File: src/sv/cbt_pkg.sv
// Shared types, constants and helpers for the colour blob centroid tracker.
// No dependencies; every other file of the tracker imports this package.
package cbt_pkg;

    // Largest frame the tracker is built for.
    localparam int MAX_WIDTH  = 2048;
    localparam int MAX_HEIGHT = 2048;
    localparam int MAX_DIM    = (MAX_WIDTH > MAX_HEIGHT) ? MAX_WIDTH : MAX_HEIGHT;

    // Pixel counters index up to MAX_DIM - 1; window coordinates can reach
    // twice that after a re-centre, so they carry one bit more.
    localparam int CNT_W = $clog2(MAX_DIM);
    localparam int DIM_W = CNT_W + 1;

    localparam int CHAN_W     = 8;
    localparam int THR_W      = 7;
    localparam int CFG_DIM_W  = 12;
    localparam int OUT_W      = 12;
    localparam int HIT_W      = 23;
    localparam int SUM_W      = 34;
    localparam int HALF_W     = 8;
    localparam int CFG_IDX_W  = 3;
    localparam int CFG_DATA_W = 12;

    // Width for window arithmetic that mixes frame sizes and twice the half-size.
    localparam int CMP_W = ((DIM_W > HALF_W + 1) ? DIM_W : HALF_W + 1) + 1;

    localparam logic [CHAN_W-1:0] CHAN_MAX  = 8'd255;
    localparam logic [HALF_W-1:0] HALF_MIN  = 8'd40;
    localparam logic [HALF_W-1:0] HALF_MAX  = 8'd200;
    localparam logic [HALF_W-1:0] HALF_STEP = 8'd10;

    localparam logic [THR_W-1:0]     THR_RESET    = 7'd20;
    localparam logic [CFG_DIM_W-1:0] WIDTH_RESET  = 12'd640;
    localparam logic [CFG_DIM_W-1:0] HEIGHT_RESET = 12'd480;

    // Configuration register indexes.
    localparam logic [CFG_IDX_W-1:0] CFG_HUE    = 3'd0;
    localparam logic [CFG_IDX_W-1:0] CFG_SAT    = 3'd1;
    localparam logic [CFG_IDX_W-1:0] CFG_VAL    = 3'd2;
    localparam logic [CFG_IDX_W-1:0] CFG_THR    = 3'd3;
    localparam logic [CFG_IDX_W-1:0] CFG_WIDTH  = 3'd4;
    localparam logic [CFG_IDX_W-1:0] CFG_HEIGHT = 3'd5;

    // Accumulated totals of one frame, handed from the front to the back.
    typedef struct packed {
        logic [HIT_W-1:0] hits;
        logic [SUM_W-1:0] sum_x;
        logic [SUM_W-1:0] sum_y;
    } t_job;

    // Search window as the front sees it; the ends are kept precomputed.
    typedef struct packed {
        logic [DIM_W-1:0] x;
        logic [DIM_W-1:0] y;
        logic [DIM_W:0]   x_end;
        logic [DIM_W:0]   y_end;
    } t_window;

    typedef struct packed {
        logic take;
        logic done;
    } t_back_stat;

    typedef struct packed {
        logic             found;
        logic [OUT_W-1:0] x;
        logic [OUT_W-1:0] y;
    } t_result;

    // Frame size in use: zero counts as one, and it is limited to the maximum.
    function automatic logic [DIM_W-1:0] eff_dim(input logic [CFG_DIM_W-1:0] v,
                                                 input int unsigned maxv);
        logic [DIM_W-1:0] res;
        if (v == '0) begin
            res = DIM_W'(1);
        end else if (32'(v) > maxv) begin
            res = DIM_W'(maxv);
        end else begin
            res = DIM_W'(v);
        end
        return res;
    endfunction

endpackage

File: src/sv/cbt_div.sv
// Restoring divider, one quotient bit per cycle, for the centroid divisions.
// Depends on cbt_pkg for the sum and count widths.
module cbt_div (
    input  logic                      i_clk,
    input  logic                      i_rst_n,
    input  logic                      i_start,
    input  logic [cbt_pkg::SUM_W-1:0] i_dividend,
    input  logic [cbt_pkg::HIT_W-1:0] i_divisor,
    output logic                      o_done,
    output logic [cbt_pkg::SUM_W-1:0] o_quot
);
    import cbt_pkg::*;

    localparam int STEP_W = $clog2(SUM_W + 1);

    logic              r_busy;
    logic              r_done;
    logic [STEP_W-1:0] r_step;
    logic [HIT_W-1:0]  r_rem;
    logic [HIT_W-1:0]  r_den;
    logic [SUM_W-1:0]  r_q;

    logic [HIT_W:0]    shifted;
    logic [HIT_W:0]    diff;
    logic              ge;

    // The dividend shifts out of the top of r_q while quotient bits shift in.
    assign shifted = {r_rem, r_q[SUM_W-1]};
    assign diff    = shifted - {1'b0, r_den};
    assign ge      = shifted >= {1'b0, r_den};

    always_ff @(posedge i_clk) begin
        if (!i_rst_n) begin
            r_busy <= 1'b0;
            r_done <= 1'b0;
            r_step <= '0;
        end else begin
            r_done <= 1'b0;
            if (i_start) begin
                r_busy <= 1'b1;
                r_step <= STEP_W'(SUM_W);
            end else if (r_busy) begin
                r_step <= r_step - STEP_W'(1);
                if (r_step == STEP_W'(1)) begin
                    r_busy <= 1'b0;
                    r_done <= 1'b1;
                end
            end
        end
    end

    always_ff @(posedge i_clk) begin
        if (i_start) begin
            r_q   <= i_dividend;
            r_den <= i_divisor;
            r_rem <= '0;
        end else if (r_busy) begin
            r_rem <= ge ? diff[HIT_W-1:0] : shifted[HIT_W-1:0];
            r_q   <= {r_q[SUM_W-2:0], ge};
        end
    end

    assign o_done = r_done;
    assign o_quot = r_q;

endmodule

File: src/sv/cbt_rq.sv
// Two-entry result queue between the back end and the result port.
// Depends on cbt_pkg for the result type.
module cbt_rq (
    input  logic             i_clk,
    input  logic             i_rst_n,
    input  logic             i_push,
    input  cbt_pkg::t_result i_data,
    output logic             o_full,
    input  logic             i_pop,
    output logic             o_empty,
    output cbt_pkg::t_result o_data
);
    import cbt_pkg::*;

    t_result    r_mem [2];
    logic       r_wr;
    logic       r_rd;
    logic [1:0] r_cnt;

    logic do_push;
    logic do_pop;

    assign o_full  = r_cnt == 2'd2;
    assign o_empty = r_cnt == 2'd0;
    assign do_push = i_push && !o_full;
    assign do_pop  = i_pop && !o_empty;

    always_ff @(posedge i_clk) begin
        if (!i_rst_n) begin
            r_wr  <= 1'b0;
            r_rd  <= 1'b0;
            r_cnt <= 2'd0;
        end else begin
            if (do_push) begin
                r_wr <= ~r_wr;
            end
            if (do_pop) begin
                r_rd <= ~r_rd;
            end
            case ({do_push, do_pop})
                2'b10:   r_cnt <= r_cnt + 2'd1;
                2'b01:   r_cnt <= r_cnt - 2'd1;
                default: r_cnt <= r_cnt;
            endcase
        end
    end

    always_ff @(posedge i_clk) begin
        if (do_push) begin
            r_mem[r_wr] <= i_data;
        end
    end

    assign o_data = r_mem[r_rd];

endmodule

File: src/sv/cbt_front.sv
// Pixel front end: raster counters, window and colour test, hit accumulators.
// Depends on cbt_pkg; hands each frame's totals to cbt_back.
module cbt_front (
    input  logic                       i_clk,
    input  logic                       i_rst_n,
    input  logic                       i_push,
    output logic                       o_busy,
    input  logic [cbt_pkg::CHAN_W-1:0] i_hue,
    input  logic [cbt_pkg::CHAN_W-1:0] i_sat,
    input  logic [cbt_pkg::CHAN_W-1:0] i_val,
    input  logic                       i_frame_end,
    input  logic [cbt_pkg::CHAN_W-1:0] i_hue_target,
    input  logic [cbt_pkg::CHAN_W-1:0] i_sat_target,
    input  logic [cbt_pkg::CHAN_W-1:0] i_val_target,
    input  logic [cbt_pkg::THR_W-1:0]  i_threshold,
    input  logic [cbt_pkg::DIM_W-1:0]  i_ew,
    input  logic [cbt_pkg::DIM_W-1:0]  i_eh,
    input  cbt_pkg::t_window           i_win,
    input  cbt_pkg::t_back_stat        i_stat,
    output cbt_pkg::t_job              o_job,
    output logic                       o_job_valid
);
    import cbt_pkg::*;

    function automatic logic [CHAN_W-1:0] chan_lo(input logic [CHAN_W-1:0] t,
                                                  input logic [THR_W-1:0]  thr);
        logic [CHAN_W-1:0] thr_x;
        thr_x = CHAN_W'(thr);
        return (t > thr_x) ? t - thr_x : '0;
    endfunction

    function automatic logic [CHAN_W-1:0] chan_hi(input logic [CHAN_W-1:0] t,
                                                  input logic [THR_W-1:0]  thr);
        logic [CHAN_W:0] s;
        s = {1'b0, t} + (CHAN_W + 1)'(thr);
        return (s > {1'b0, CHAN_MAX}) ? CHAN_MAX : s[CHAN_W-1:0];
    endfunction

    logic [CHAN_W-1:0] tgt [3];
    logic [CHAN_W-1:0] pix [3];
    logic [CHAN_W-1:0] lo [3];
    logic [CHAN_W-1:0] hi [3];

    logic [CNT_W-1:0] r_col;
    logic [CNT_W-1:0] r_row;
    logic [HIT_W-1:0] r_hits;
    logic [SUM_W-1:0] r_sum_x;
    logic [SUM_W-1:0] r_sum_y;
    logic             r_busy;
    logic             r_job_valid;
    t_job             r_job;

    logic             accept;
    logic             colour_ok;
    logic             in_win;
    logic             hit;
    logic [DIM_W-1:0] dx;
    logic [DIM_W-1:0] dy;
    logic [DIM_W-1:0] col_next;
    logic [DIM_W-1:0] row_next;
    logic [HIT_W-1:0] n_hits;
    logic [SUM_W-1:0] n_sum_x;
    logic [SUM_W-1:0] n_sum_y;

    assign tgt[0] = i_hue_target;
    assign tgt[1] = i_sat_target;
    assign tgt[2] = i_val_target;
    assign pix[0] = i_hue;
    assign pix[1] = i_sat;
    assign pix[2] = i_val;

    // Channel bounds around each target, clipped to the channel range.
    always_comb begin
        for (int i = 0; i < 3; i++) begin
            lo[i] = chan_lo(tgt[i], i_threshold);
            hi[i] = chan_hi(tgt[i], i_threshold);
        end
    end

    always_comb begin
        colour_ok = 1'b1;
        for (int i = 0; i < 3; i++) begin
            if (pix[i] < lo[i] || pix[i] > hi[i]) begin
                colour_ok = 1'b0;
            end
        end
    end

    assign in_win = ({1'b0, r_col} >= i_win.x) && ({2'b0, r_col} < i_win.x_end) &&
                    ({1'b0, r_row} >= i_win.y) && ({2'b0, r_row} < i_win.y_end);
    assign hit    = in_win && colour_ok;
    assign accept = i_push && !r_busy;

    assign dx      = {1'b0, r_col} - i_win.x;
    assign dy      = {1'b0, r_row} - i_win.y;
    assign n_hits  = hit ? r_hits + HIT_W'(1) : r_hits;
    assign n_sum_x = hit ? r_sum_x + SUM_W'(dx[CNT_W-1:0]) : r_sum_x;
    assign n_sum_y = hit ? r_sum_y + SUM_W'(dy[CNT_W-1:0]) : r_sum_y;

    assign col_next = {1'b0, r_col} + DIM_W'(1);
    assign row_next = {1'b0, r_row} + DIM_W'(1);

    always_ff @(posedge i_clk) begin
        if (!i_rst_n) begin
            r_col       <= '0;
            r_row       <= '0;
            r_hits      <= '0;
            r_sum_x     <= '0;
            r_sum_y     <= '0;
            r_busy      <= 1'b0;
            r_job_valid <= 1'b0;
        end else begin
            if (i_stat.take) begin
                r_job_valid <= 1'b0;
            end
            if (i_stat.done) begin
                r_busy <= 1'b0;
            end
            if (accept) begin
                if (i_frame_end) begin
                    // The input stays closed until the back end has moved the window.
                    r_col       <= '0;
                    r_row       <= '0;
                    r_hits      <= '0;
                    r_sum_x     <= '0;
                    r_sum_y     <= '0;
                    r_busy      <= 1'b1;
                    r_job_valid <= 1'b1;
                end else begin
                    r_hits  <= n_hits;
                    r_sum_x <= n_sum_x;
                    r_sum_y <= n_sum_y;
                    if (col_next >= i_ew) begin
                        r_col <= '0;
                        // Without a frame end the last line keeps accumulating.
                        if (row_next < i_eh) begin
                            r_row <= row_next[CNT_W-1:0];
                        end
                    end else begin
                        r_col <= col_next[CNT_W-1:0];
                    end
                end
            end
        end
    end

    always_ff @(posedge i_clk) begin
        if (accept && i_frame_end) begin
            r_job.hits  <= n_hits;
            r_job.sum_x <= n_sum_x;
            r_job.sum_y <= n_sum_y;
        end
    end

    assign o_busy      = r_busy;
    assign o_job       = r_job;
    assign o_job_valid = r_job_valid;

endmodule

File: src/sv/cbt_back.sv
// Frame back end: centroid divisions, find decision, window update, result.
// Depends on cbt_pkg and cbt_div; feeds cbt_rq and the window used by cbt_front.
module cbt_back (
    input  logic                      i_clk,
    input  logic                      i_rst_n,
    input  cbt_pkg::t_job             i_job,
    input  logic                      i_job_valid,
    input  logic [cbt_pkg::DIM_W-1:0] i_ew,
    input  logic [cbt_pkg::DIM_W-1:0] i_eh,
    output cbt_pkg::t_back_stat       o_stat,
    output cbt_pkg::t_window          o_win,
    output logic                      o_rq_push,
    output cbt_pkg::t_result          o_rq_data,
    input  logic                      i_rq_full
);
    import cbt_pkg::*;

    typedef enum logic [2:0] {
        S_IDLE,
        S_DIVX,
        S_DIVY,
        S_WIN,
        S_PUSH
    } t_state;

    t_state           r_state;
    t_job             r_job;
    logic [SUM_W-1:0] r_rx;
    logic             r_found;
    logic [DIM_W-1:0] r_cx;
    logic [DIM_W-1:0] r_cy;
    logic [DIM_W-1:0] r_wx;
    logic [DIM_W-1:0] r_wy;
    logic [DIM_W-1:0] r_x;
    logic [DIM_W-1:0] r_y;
    logic [DIM_W-1:0] r_w;
    logic [DIM_W-1:0] r_h;
    logic [DIM_W:0]   r_x_end;
    logic [DIM_W:0]   r_y_end;
    logic [HALF_W-1:0] r_half;

    logic             div_start;
    logic             div_done;
    logic [SUM_W-1:0] div_quot;
    logic [SUM_W-1:0] div_dividend;
    logic [HIT_W-1:0] div_divisor;

    logic             take;
    logic             done;
    logic             found;
    logic [DIM_W-1:0] cx;
    logic [DIM_W-1:0] cy;
    logic [CMP_W-1:0] half_c;
    logic [CMP_W-1:0] two_half;
    logic [CMP_W-1:0] wx_c;
    logic [CMP_W-1:0] wy_c;
    logic [CMP_W-1:0] ew_c;
    logic [CMP_W-1:0] eh_c;
    logic [CMP_W-1:0] room_x;
    logic [CMP_W-1:0] room_y;
    logic [CMP_W-1:0] reach_x;
    logic [CMP_W-1:0] reach_y;
    logic [CMP_W-1:0] new_w;
    logic [CMP_W-1:0] new_h;
    logic [CMP_W-1:0] new_x_end;
    logic [CMP_W-1:0] new_y_end;

    assign take = (r_state == S_IDLE) && i_job_valid;
    assign done = (r_state == S_PUSH) && !i_rq_full;

    // The x division starts on the new job, the y division as soon as x is out.
    assign div_start    = take || ((r_state == S_DIVX) && div_done);
    assign div_dividend = (r_state == S_IDLE) ? i_job.sum_x : r_job.sum_y;
    assign div_divisor  = (r_state == S_IDLE) ? i_job.hits  : r_job.hits;

    cbt_div u_div (
        .i_clk      (i_clk),
        .i_rst_n    (i_rst_n),
        .i_start    (div_start),
        .i_dividend (div_dividend),
        .i_divisor  (div_divisor),
        .o_done     (div_done),
        .o_quot     (div_quot)
    );

    // A centroid on the window's first row or column does not count as found.
    assign found = (r_job.hits != '0) &&
                   (r_rx != '0) && (r_rx < SUM_W'(i_ew)) &&
                   (div_quot != '0) && (div_quot < SUM_W'(i_eh));
    assign cx = {1'b0, r_rx[CNT_W-1:0]} + r_x;
    assign cy = {1'b0, div_quot[CNT_W-1:0]} + r_y;

    assign half_c   = CMP_W'(r_half);
    assign two_half = CMP_W'({r_half, 1'b0});
    assign wx_c     = CMP_W'(r_wx);
    assign wy_c     = CMP_W'(r_wy);
    assign ew_c     = CMP_W'(i_ew);
    assign eh_c     = CMP_W'(i_eh);
    assign room_x   = ew_c - wx_c;
    assign room_y   = eh_c - wy_c;
    assign reach_x  = wx_c + two_half;
    assign reach_y  = wy_c + two_half;

    always_comb begin
        if (wx_c < ew_c) begin
            new_w     = (room_x > two_half) ? two_half : room_x;
            new_x_end = (reach_x > ew_c) ? ew_c : reach_x;
        end else begin
            new_w     = '0;
            new_x_end = wx_c;
        end
        if (wy_c < eh_c) begin
            new_h     = (room_y > two_half) ? two_half : room_y;
            new_y_end = (reach_y > eh_c) ? eh_c : reach_y;
        end else begin
            new_h     = '0;
            new_y_end = wy_c;
        end
    end

    always_ff @(posedge i_clk) begin
        if (!i_rst_n) begin
            r_state <= S_IDLE;
            r_x     <= '0;
            r_y     <= '0;
            r_w     <= eff_dim(WIDTH_RESET, MAX_WIDTH);
            r_h     <= eff_dim(HEIGHT_RESET, MAX_HEIGHT);
            r_x_end <= {1'b0, eff_dim(WIDTH_RESET, MAX_WIDTH)};
            r_y_end <= {1'b0, eff_dim(HEIGHT_RESET, MAX_HEIGHT)};
            r_half  <= HALF_MAX;
        end else begin
            unique case (r_state)
                S_IDLE: begin
                    if (take) begin
                        r_job   <= i_job;
                        r_state <= S_DIVX;
                    end
                end
                S_DIVX: begin
                    if (div_done) begin
                        r_rx    <= div_quot;
                        r_state <= S_DIVY;
                    end
                end
                S_DIVY: begin
                    if (div_done) begin
                        r_found <= found;
                        r_cx    <= found ? cx : '0;
                        r_cy    <= found ? cy : '0;
                        r_state <= S_WIN;
                    end
                end
                S_WIN: begin
                    r_wx    <= (CMP_W'(r_cx) > half_c) ? DIM_W'(CMP_W'(r_cx) - half_c) : '0;
                    r_wy    <= (CMP_W'(r_cy) > half_c) ? DIM_W'(CMP_W'(r_cy) - half_c) : '0;
                    r_state <= S_PUSH;
                end
                S_PUSH: begin
                    if (!i_rq_full) begin
                        if (r_found) begin
                            r_x     <= r_wx;
                            r_y     <= r_wy;
                            r_w     <= DIM_W'(new_w);
                            r_h     <= DIM_W'(new_h);
                            r_x_end <= (DIM_W + 1)'(new_x_end);
                            r_y_end <= (DIM_W + 1)'(new_y_end);
                            if (r_half > HALF_MIN) begin
                                r_half <= r_half - HALF_STEP;
                            end
                        end else begin
                            r_x     <= '0;
                            r_y     <= '0;
                            r_w     <= i_ew;
                            r_h     <= i_eh;
                            r_x_end <= {1'b0, i_ew};
                            r_y_end <= {1'b0, i_eh};
                            if (r_half < HALF_MAX) begin
                                r_half <= r_half + HALF_STEP;
                            end
                        end
                        r_state <= S_IDLE;
                    end
                end
                default: r_state <= S_IDLE;
            endcase
        end
    end

    assign o_stat.take  = take;
    assign o_stat.done  = done;
    assign o_win.x      = r_x;
    assign o_win.y      = r_y;
    assign o_win.x_end  = r_x_end;
    assign o_win.y_end  = r_y_end;
    assign o_rq_push    = done;
    assign o_rq_data.found = r_found;
    assign o_rq_data.x     = OUT_W'(r_cx);
    assign o_rq_data.y     = OUT_W'(r_cy);

    ast_half_range: assert property (@(posedge i_clk) disable iff (!i_rst_n)
        r_half >= HALF_MIN && r_half <= HALF_MAX)
        else $error("window half-size left its range");

    ast_window_ends: assert property (@(posedge i_clk) disable iff (!i_rst_n)
        r_x_end == {1'b0, r_x} + {1'b0, r_w} && r_y_end == {1'b0, r_y} + {1'b0, r_h})
        else $error("window end does not match corner plus size");

    ast_job_taken: assert property (@(posedge i_clk) disable iff (!i_rst_n)
        take |=> r_state == S_DIVX)
        else $error("pending frame job was not started");

    ast_done_idle: assert property (@(posedge i_clk) disable iff (!i_rst_n)
        done |=> r_state == S_IDLE && !div_done)
        else $error("back end not idle after the window update");

endmodule

File: src/sv/color_blob_centroid_tracker.sv
// A pixel without frame_end is taken while full is low, at one pixel per cycle.
// After a frame_end pixel, full stays high through a hand-over of the frame's
// totals, two serial divisions and the window update, and longer while the
// two-entry result queue is full; the result is queued at the end of that time.
// Reset is synchronous and active low; it restores the register defaults and a
// full-frame search window with the largest half-size.
module color_blob_centroid_tracker (
    input  logic                           i_clk,
    input  logic                           i_rst_n,
    input  logic                           push,
    output logic                           full,
    input  logic [cbt_pkg::CHAN_W-1:0]     i_hue,
    input  logic [cbt_pkg::CHAN_W-1:0]     i_sat,
    input  logic [cbt_pkg::CHAN_W-1:0]     i_val,
    input  logic                           i_frame_end,
    output logic                           empty,
    input  logic                           pop,
    output logic                           o_found,
    output logic [cbt_pkg::OUT_W-1:0]      o_blob_x,
    output logic [cbt_pkg::OUT_W-1:0]      o_blob_y,
    input  logic                           i_cfg_we,
    input  logic [cbt_pkg::CFG_IDX_W-1:0]  i_cfg_idx,
    input  logic [cbt_pkg::CFG_DATA_W-1:0] i_cfg_data
);
    import cbt_pkg::*;

    logic [CHAN_W-1:0]    r_hue_target;
    logic [CHAN_W-1:0]    r_sat_target;
    logic [CHAN_W-1:0]    r_val_target;
    logic [THR_W-1:0]     r_threshold;
    logic [CFG_DIM_W-1:0] r_width;
    logic [CFG_DIM_W-1:0] r_height;

    logic [DIM_W-1:0] ew;
    logic [DIM_W-1:0] eh;
    t_window          win;
    t_back_stat       stat;
    t_job             job;
    logic             job_valid;
    logic             rq_push;
    logic             rq_full;
    t_result          rq_in;
    t_result          rq_out;

    always_ff @(posedge i_clk) begin
        if (!i_rst_n) begin
            r_hue_target <= '0;
            r_sat_target <= '0;
            r_val_target <= '0;
            r_threshold  <= THR_RESET;
            r_width      <= WIDTH_RESET;
            r_height     <= HEIGHT_RESET;
        end else if (i_cfg_we) begin
            unique case (i_cfg_idx)
                CFG_HUE:    r_hue_target <= i_cfg_data[CHAN_W-1:0];
                CFG_SAT:    r_sat_target <= i_cfg_data[CHAN_W-1:0];
                CFG_VAL:    r_val_target <= i_cfg_data[CHAN_W-1:0];
                CFG_THR:    r_threshold  <= i_cfg_data[THR_W-1:0];
                CFG_WIDTH:  r_width      <= i_cfg_data[CFG_DIM_W-1:0];
                CFG_HEIGHT: r_height     <= i_cfg_data[CFG_DIM_W-1:0];
                default:    r_width      <= r_width;
            endcase
        end
    end

    assign ew = eff_dim(r_width, MAX_WIDTH);
    assign eh = eff_dim(r_height, MAX_HEIGHT);

    cbt_front u_front (
        .i_clk        (i_clk),
        .i_rst_n      (i_rst_n),
        .i_push       (push),
        .o_busy       (full),
        .i_hue        (i_hue),
        .i_sat        (i_sat),
        .i_val        (i_val),
        .i_frame_end  (i_frame_end),
        .i_hue_target (r_hue_target),
        .i_sat_target (r_sat_target),
        .i_val_target (r_val_target),
        .i_threshold  (r_threshold),
        .i_ew         (ew),
        .i_eh         (eh),
        .i_win        (win),
        .i_stat       (stat),
        .o_job        (job),
        .o_job_valid  (job_valid)
    );

    cbt_back u_back (
        .i_clk       (i_clk),
        .i_rst_n     (i_rst_n),
        .i_job       (job),
        .i_job_valid (job_valid),
        .i_ew        (ew),
        .i_eh        (eh),
        .o_stat      (stat),
        .o_win       (win),
        .o_rq_push   (rq_push),
        .o_rq_data   (rq_in),
        .i_rq_full   (rq_full)
    );

    cbt_rq u_rq (
        .i_clk   (i_clk),
        .i_rst_n (i_rst_n),
        .i_push  (rq_push),
        .i_data  (rq_in),
        .o_full  (rq_full),
        .i_pop   (pop),
        .o_empty (empty),
        .o_data  (rq_out)
    );

    assign o_found  = rq_out.found;
    assign o_blob_x = rq_out.x;
    assign o_blob_y = rq_out.y;

endmodule

File: config.mk
export PLATFORM = sky130hd
export DESIGN_NAME = color_blob_centroid_tracker
export DESIGN_NICKNAME = d
export VERILOG_FILES = /design/src/sv/cbt_pkg.sv /design/src/sv/cbt_div.sv /design/src/sv/cbt_rq.sv /design/src/sv/cbt_front.sv /design/src/sv/cbt_back.sv /design/src/sv/color_blob_centroid_tracker.sv
export SDC_FILE = /design/constraint.sdc
export NUM_CORES = 2
export LEC_CHECK = 0
export BUFFER_PORTS_ARGS = -buffer_cell sky130_fd_sc_hd__clkbuf_2
export CORE_ASPECT_RATIO = 1.1
export CORE_MARGIN = 5
export CORE_UTILIZATION = 50
export DETAILED_ROUTE_END_ITERATION = 8
export GPL_TIMING_DRIVEN = 0
export PLACE_DENSITY = 0.63
export SYNTH_ARGS = -nofsm -noshare
export SYNTH_HDL_FRONTEND = slang
export SYNTH_SLANG_ARGS = --single-unit
File: constraint.sdc
create_clock -name i_clk -period 10.25 [get_ports i_clk]
set_input_delay 1.025 -clock i_clk [delete_from_list [all_inputs] [get_ports i_clk]]
set_output_delay 1.025 -clock i_clk [all_outputs]
set_load 0.02 [all_outputs]
# == Word-level counts from Yosys, hierarchy flattened ==
# Memories as Yosys holds them, arrays and structs flattened. A register that Yosys moved wholly into a read port is not among the register bits.
# Index checks and enable logic that the tools add are counted.
# classes
n_eq_ne,18
n_lt_le_gt_ge,31
bitwise,5
reduce_logical,51
add_sub_neg,25
n_mux,62
# ops
op,count
$mux 34,7
$mux 23,4
$mux 13,6
$mux 12,6
$mux 8,9
$add 34x11->34,2
$lt 34x12->1,2
$reduce_bool 34->1,2
$mux 11,5
$lt 12x12->1,3
$add 8x7->9,3
$gt 9x8->1 const B,3
$add 12x9->13,2
$gt 13x12->1,2
$lt 11x13->1,2
$add 11x1->12 const B,2
$add 11x12->12,2
$ge 11x12->1,2
$ge 24x23->1,1
$gt 12x12->1 const B,2
$gt 12x8->1,2
$gt 8x7->1,3
$gt 8x8->1,3
$logic_not 12->1,2
40 further kinds,115
# word_totals
mem_bits_rw,50
word_cells,233
input_bits,45
memories,1
regBits,554
out_inout_bits,27
# memory_table
name,depth,width,rd,rd_clocked_by_memory_dff,wr,line,rtl
u_rq.r_mem,2,25,1,1,1,cbt_rq.sv:15,t_result r_mem [2];

# == Logic depth before layout (Yosys ltp) ==
# logic_depth
word_depth,11
ltp_mapped,25
depth_no_buf,22

# == By module ==
# From an unflattened synthesis, not the netlist that was laid out.
# hier_totals
cells_unflattened,3817
hier_area_um2,36909.1
# by_module_without_submodules
mod,cells_each,area_each_um2,n_inst
cbt_front,1876,15856.5,1
cbt_back,1131,11980.2,1
cbt_div,441,4768.3,1
color_blob_centroid_tracker,265,2269.7,1
cbt_rq,104,2034.5,1

# == Worst setup path before layout ==
# Ideal clock, no wire load.
# synth_timing
kind,reg2reg
from,register r_threshold[1]
to,"register u_front.r_job (netlist bit u_front.o_job[11]), data pin"
required_ns,9.985
stages_incl_launch_ff,24
path_slack_ns,5.307
synth_period_minus_slack_ns,4.943
arrival_time_ns,4.678
cell_sequence,dfxtp_1 > inv_1 > ha_1 > nor2b_1 > o21ai_0 > a21oi_1 > o21a_1 > nor2_1 > o21bai_1 > a21oi_1 > xor2_1 > nand2_1 > ha_1 > a21oi_1 > o21ai_0 > a211oi_1 > or4b_2 > nand3_1 > or3_1 > buf_2 > buf_2 > buf_1 > nor2_1 > xor2_1
# synth_via
elab_chain_len,10
# synth_rtl
element,line,rtl
start: declaration,color_blob_centroid_tracker.sv:30,logic [THR_W-1:0] r_threshold;
start signal: assignment,color_blob_centroid_tracker.sv:58,CFG_THR: r_threshold <= i_cfg_data[THR_W-1:0];
$add 8x7->9,cbt_front.sv:35,"s = {1'b0, t} + (CHAN_W + 1)'(thr);"
$gt 9x8->1,cbt_front.sv:36,"return (s > {1'b0, CHAN_MAX}) ? CHAN_MAX : s[CHAN_W-1:0];"
$mux 8,cbt_front.sv:36,
$gt 8x8->1,cbt_front.sv:83,if (pix[i] < lo[i] || pix[i] > hi[i]) begin
$logic_or 1x1->1,cbt_front.sv:83,
$mux 1 (2 in a row),cbt_front.sv:83,
$mux 1 *,cbt_front.sv:83,
$logic_and 1x1->1 *,cbt_front.sv:91,assign hit = in_win && colour_ok;
$mux 34 *,cbt_front.sv:98,assign n_sum_y = hit ? r_sum_y + SUM_W'(dy[CNT_W-1:0]) : r_sum_y;
via u_front.n_sum_y[11],cbt_front.sv:63,logic [SUM_W-1:0] n_sum_y;
end: declaration,cbt_front.sv:51,t_job r_job;
# The timed path passes the listed nets; every way through them passes the cells marked *.
# A chain may end at the register's enable or synchronous reset.

# == Worst setup path in the final report ==
# layout_timing
from,register r_threshold[1]
to,"register u_front.r_job (netlist bit u_front.o_job[48]), data pin"
# layout_via
elab_chain_len,10
# layout_rtl
element,line,rtl
$add 8x7->9,cbt_front.sv:35,
$gt 9x8->1,cbt_front.sv:36,
$mux 8,cbt_front.sv:36,
$gt 8x8->1,cbt_front.sv:83,
$logic_or 1x1->1,cbt_front.sv:83,
$mux 1 (2 in a row),cbt_front.sv:83,
$mux 1 *,cbt_front.sv:83,
$logic_and 1x1->1 *,cbt_front.sv:91,
$mux 34 *,cbt_front.sv:97,assign n_sum_x = hit ? r_sum_x + SUM_W'(dx[CNT_W-1:0]) : r_sum_x;
via u_front.n_sum_x[14],cbt_front.sv:62,logic [SUM_W-1:0] n_sum_x;
# Marked as above.

==> impl_metrics.json <==
{
  "setup_viol": 0,
  "timing.critical_path.cells": "inv_1, ha_1, nor2b_1, o21ai_0, a21oi_1, o21a_1, nor2_1, o21bai_1, a21oi_1, xor2_1, nand2_1, ha_1, and4_1, o21ai_0, a22oi_1, and4_1, nand4_1, nor3_1, clkbuf_1, buf_1, nand3_1, xnor2_1",
  "grt_pass1_vias": 27282,
  "mappedNetlistNets": 4123,
  "synth.top_cells.by_count": "nand2_1 (396), edfxtp_1 (338), ha_1 (324), dfxtp_1 (266), nor2_1 (244)",
  "timing.slew.headroom_pct": 6.81,
  "timing.fmax_mhz": 133,
  "violation_count_after_the_first_detailed_route_iteration": 2328,
  "cp_slowest_stage_delay_ns": 0.93,
  "grt_max_degree": 48,
  "wire_per_inst_um": 21.8,
  "antenna_cells_inserted": 0,
  "leakage_power_summed_over_all_cells_nw": 15.7,
  "detail-route-antenna-nets": 0,
  "run_status": "complete, no violations",
  "synth_edf_count": 338,
  "cts_repair_resized_insts": 0,
  "cts_max_path_buffers": 3,
  "synthTopCellsByArea": "edfxtp_1 (28%), dfxtp_1 (15%), ha_1 (11%)",
  "worst_ir_drop_vdd_mv": 0.157,
  "synth-main-ff-cell": "edfxtp_1",
  "post-route-cell-area_um2": 39900,
  "dieArea_um2": 77400,
  "global_placement_routability_congestion": 0.945,
  "hold_violations": 0,
  "place_worst_setup_slack_ns": 2.74,
  "category_of_the_most_critical_setup_path": "register to register",
  "synthesis.area_per_instance_um2": 9.63,
  "cp-end-kind": "register",
  "totalPowerFinal_mw": 5.79,
  "avgViaCountPerCell": 5.87,
  "core_area_um2": 71500,
  "post-route-drc-count": 0,
  "gr-total-overflow": 0,
  "pwr_density_cell_nw_per_um2": 145,
  "report.final.slew_viol_count": 0,
  "synth_seq_cells": 604,
  "dpl_cell_area_um2": 37700,
  "async_s_r_ff_share_synth_pct": 0,
  "drv_cap": 0,
  "grt_antenna_before_repair": 0,
  "synthMostInstantiatedCell": "nand2_1",
  "num_vias": 28668,
  "synthesis.yosys.warnings": 0,
  "cts-buffers-inserted": 66,
  "firstDrtPassIters": 7,
  "count_of_hold_fix_buffers_inserted_at_cts": 0,
  "synth_seq_area_share_pct": 43.0,
  "fraction_of_final_layout_cells_sized_beyond_drive_strength_1_pct": 6.93,
  "worst-path-max-fanout": 10,
  "cts_htree_levels": 3,
  "syn_to_final_growth_pct": 10.8,
  "critical_path_arrival_ns": 7.87,
  "cp.buffers_inverters": 3,
  "floorplan.initialDensity_pct": 50.3,
  "tritoncts_num_sinks": 604,
  "post_synth_instance_area_um2": 36000,
  "io-pin-count": 72,
  "clk_latency_ns": 0.60,
  "global_route_wire_length_before_repair_um": 162000,
  "yosysTopAreaCell": "edfxtp_1",
  "worst-endpoint-required_ns": 10.59,
  "min_path_type": "register to register",
  "rsz0062_at_grt": "no",
  "wirelength_um": 106000,
  "critical_path.slowest_cell": "nor3_1",
  "setup_slack_of_the_critical_path_after_layout_ns": 2.72,
  "fin_crit_ns": 7.53,
  "cts_tree": "yes",
  "place.port_buffers": 71,
  "timing.critical_path.from_type": "register",
  "dpl.hpwl_um": 81100,
  "fin_skew_ns": 0.0161,
  "synth_cells": 3736,
  "synth.distinct_cells": 81,
  "fp-row-count": 103,
  "die_height_um": 291,
  "die_wd_um": 266,
  "layout_worst_path_cycle_share_pct": 73.4,
  "layout.nets": 4272,
  "timing.setup.tns_ns": 0,
  "gr-usage-all-layers_pct": 26.7,
  "cpLargestDelayFamily": "simple AND/OR/NAND/NOR gates",
  "cts.clk_slew.worst_paths_ns": 0.07,
  "ctsRootBufferMaster": "clkbuf_16",
  "worst_max_slew_pin_slew_ns": 1.39,
  "postCtsSetupRepairBufs": 0,
  "synth_top_area_share_pct": 28.2
}
[stage by stage]
stage / cells / hold slack (ns) / util [%]
6_report: 4883 / 0.417 / 55.7
2_1_floorplan: 3736 / 0.400 / -
5_1_grt: 4883 / 0.423 / 55.7
3_3_place_gp: 4752 / 0.400 / 52.5
4_1_cts: 4883 / 0.418 / 55.7
3_5_place_dp: 4762 / 0.405 / 52.7
[cells in the final DEF (no fill, tap or decap), drive strengths merged, types with 14 or more instances in the layout]
master	instances
nor4	46
nand3	115
nand2b	51
nor2b	49
xnor2	124
o211ai	29
o21ai	239
or3	21
clkinv	18
a21boi	83
mux2	52
a21oi	202
o31ai	14
edfxtp	338
clkbuf	292
buf	30
dfxtp	266
nand2	396
a31oi	47
and3	54
o21a	36
xor2	86
o21bai	22
fa	18
a211oi	32
inv	207
ha	324
nand4	52
and2	47
a21o	46
nor2	244
nor3	64
mux2i	53
o22ai	15
a22o	26
[state kept, by name, indices dropped and copies added (netlist names), 13 cells and up, named ones only]
register and count:
u_back.r_x_end 13, u_front.o_job 91, u_back.u_div.o_quot 34, u_rq.r_mem 50, u_front.r_sum_y 34, u_front.r_sum_x 34
u_back.u_div.r_rem 23, u_back.r_job 57, u_back.r_y_end 13, u_back.r_rx 34, u_back.u_div.r_den 23, u_front.r_hits 23
[power breakdown]
part	internal (mW)	switching, mW
combinational	0.261	0.415
clock	1.42	0.997
sequential	2.63	0.0613
[final cells by class]
cell class | count | area, µm²
Tap cell | 945 | 1180
Fill cell | 6442 | 31700
Sequential cell | 604 | 15500
Buffer | 153 | 582
Clock buffer | 88 | 1800
Timing Repair Buffer | 81 | 489
Multi-Input combinational cell | 2777 | 19200
Inverter | 202 | 761
Clock inverter | 33 | 395
[worst reg2reg max path: stages, from the launching register on]
cell,delay (ns)
dfxtp_1,0.71
inv_1,0.45
ha_1,0.45
nor2b_1,0.14
o21ai_0,0.26
a21oi_1,0.14
o21a_1,0.18
nor2_1,0.17
o21bai_1,0.09
a21oi_1,0.17
xor2_1,0.16
nand2_1,0.08
ha_1,0.32
and4_1,0.18
o21ai_0,0.24
a22oi_1,0.22
and4_1,0.22
nand4_1,0.29
nor3_1,0.93
clkbuf_1,0.83
buf_1,0.61
nand3_1,0.25
xnor2_1,0.20
[cell families after synthesis]
group | share of synthesized area [%]
simple gates | 16.1
compound gates | 16.7
flops | 43.0
buf+inv | 3.72
fa+ha+maj | 12.3
xor+xnor | 5.11
mux | 3.10
[worst paths after layout]
kind                          startpoint                           to  slack, ns  cells after the start
max          r_threshold[1]$_SDFFE_PN0P_  u_front.o_job[48]$_DFFE_PP_       2.72                     22
min          u_front.o_job[19]$_DFFE_PP_   u_back.r_job[19]$_DFFE_PP_       0.42                      0
max reg2reg  r_threshold[1]$_SDFFE_PN0P_  u_front.o_job[48]$_DFFE_PP_       2.72                     22
min reg2reg  u_front.o_job[19]$_DFFE_PP_   u_back.r_job[19]$_DFFE_PP_       0.42                      0
[layer usage]
layer	routed length [µm]	track usage, %
met1	47600	36.7
met2	50100	44.2
met3	5280	3.00
met4	3570	8.90
met5	0	0
No activity file was read; power rests on OpenSTA's default activity.
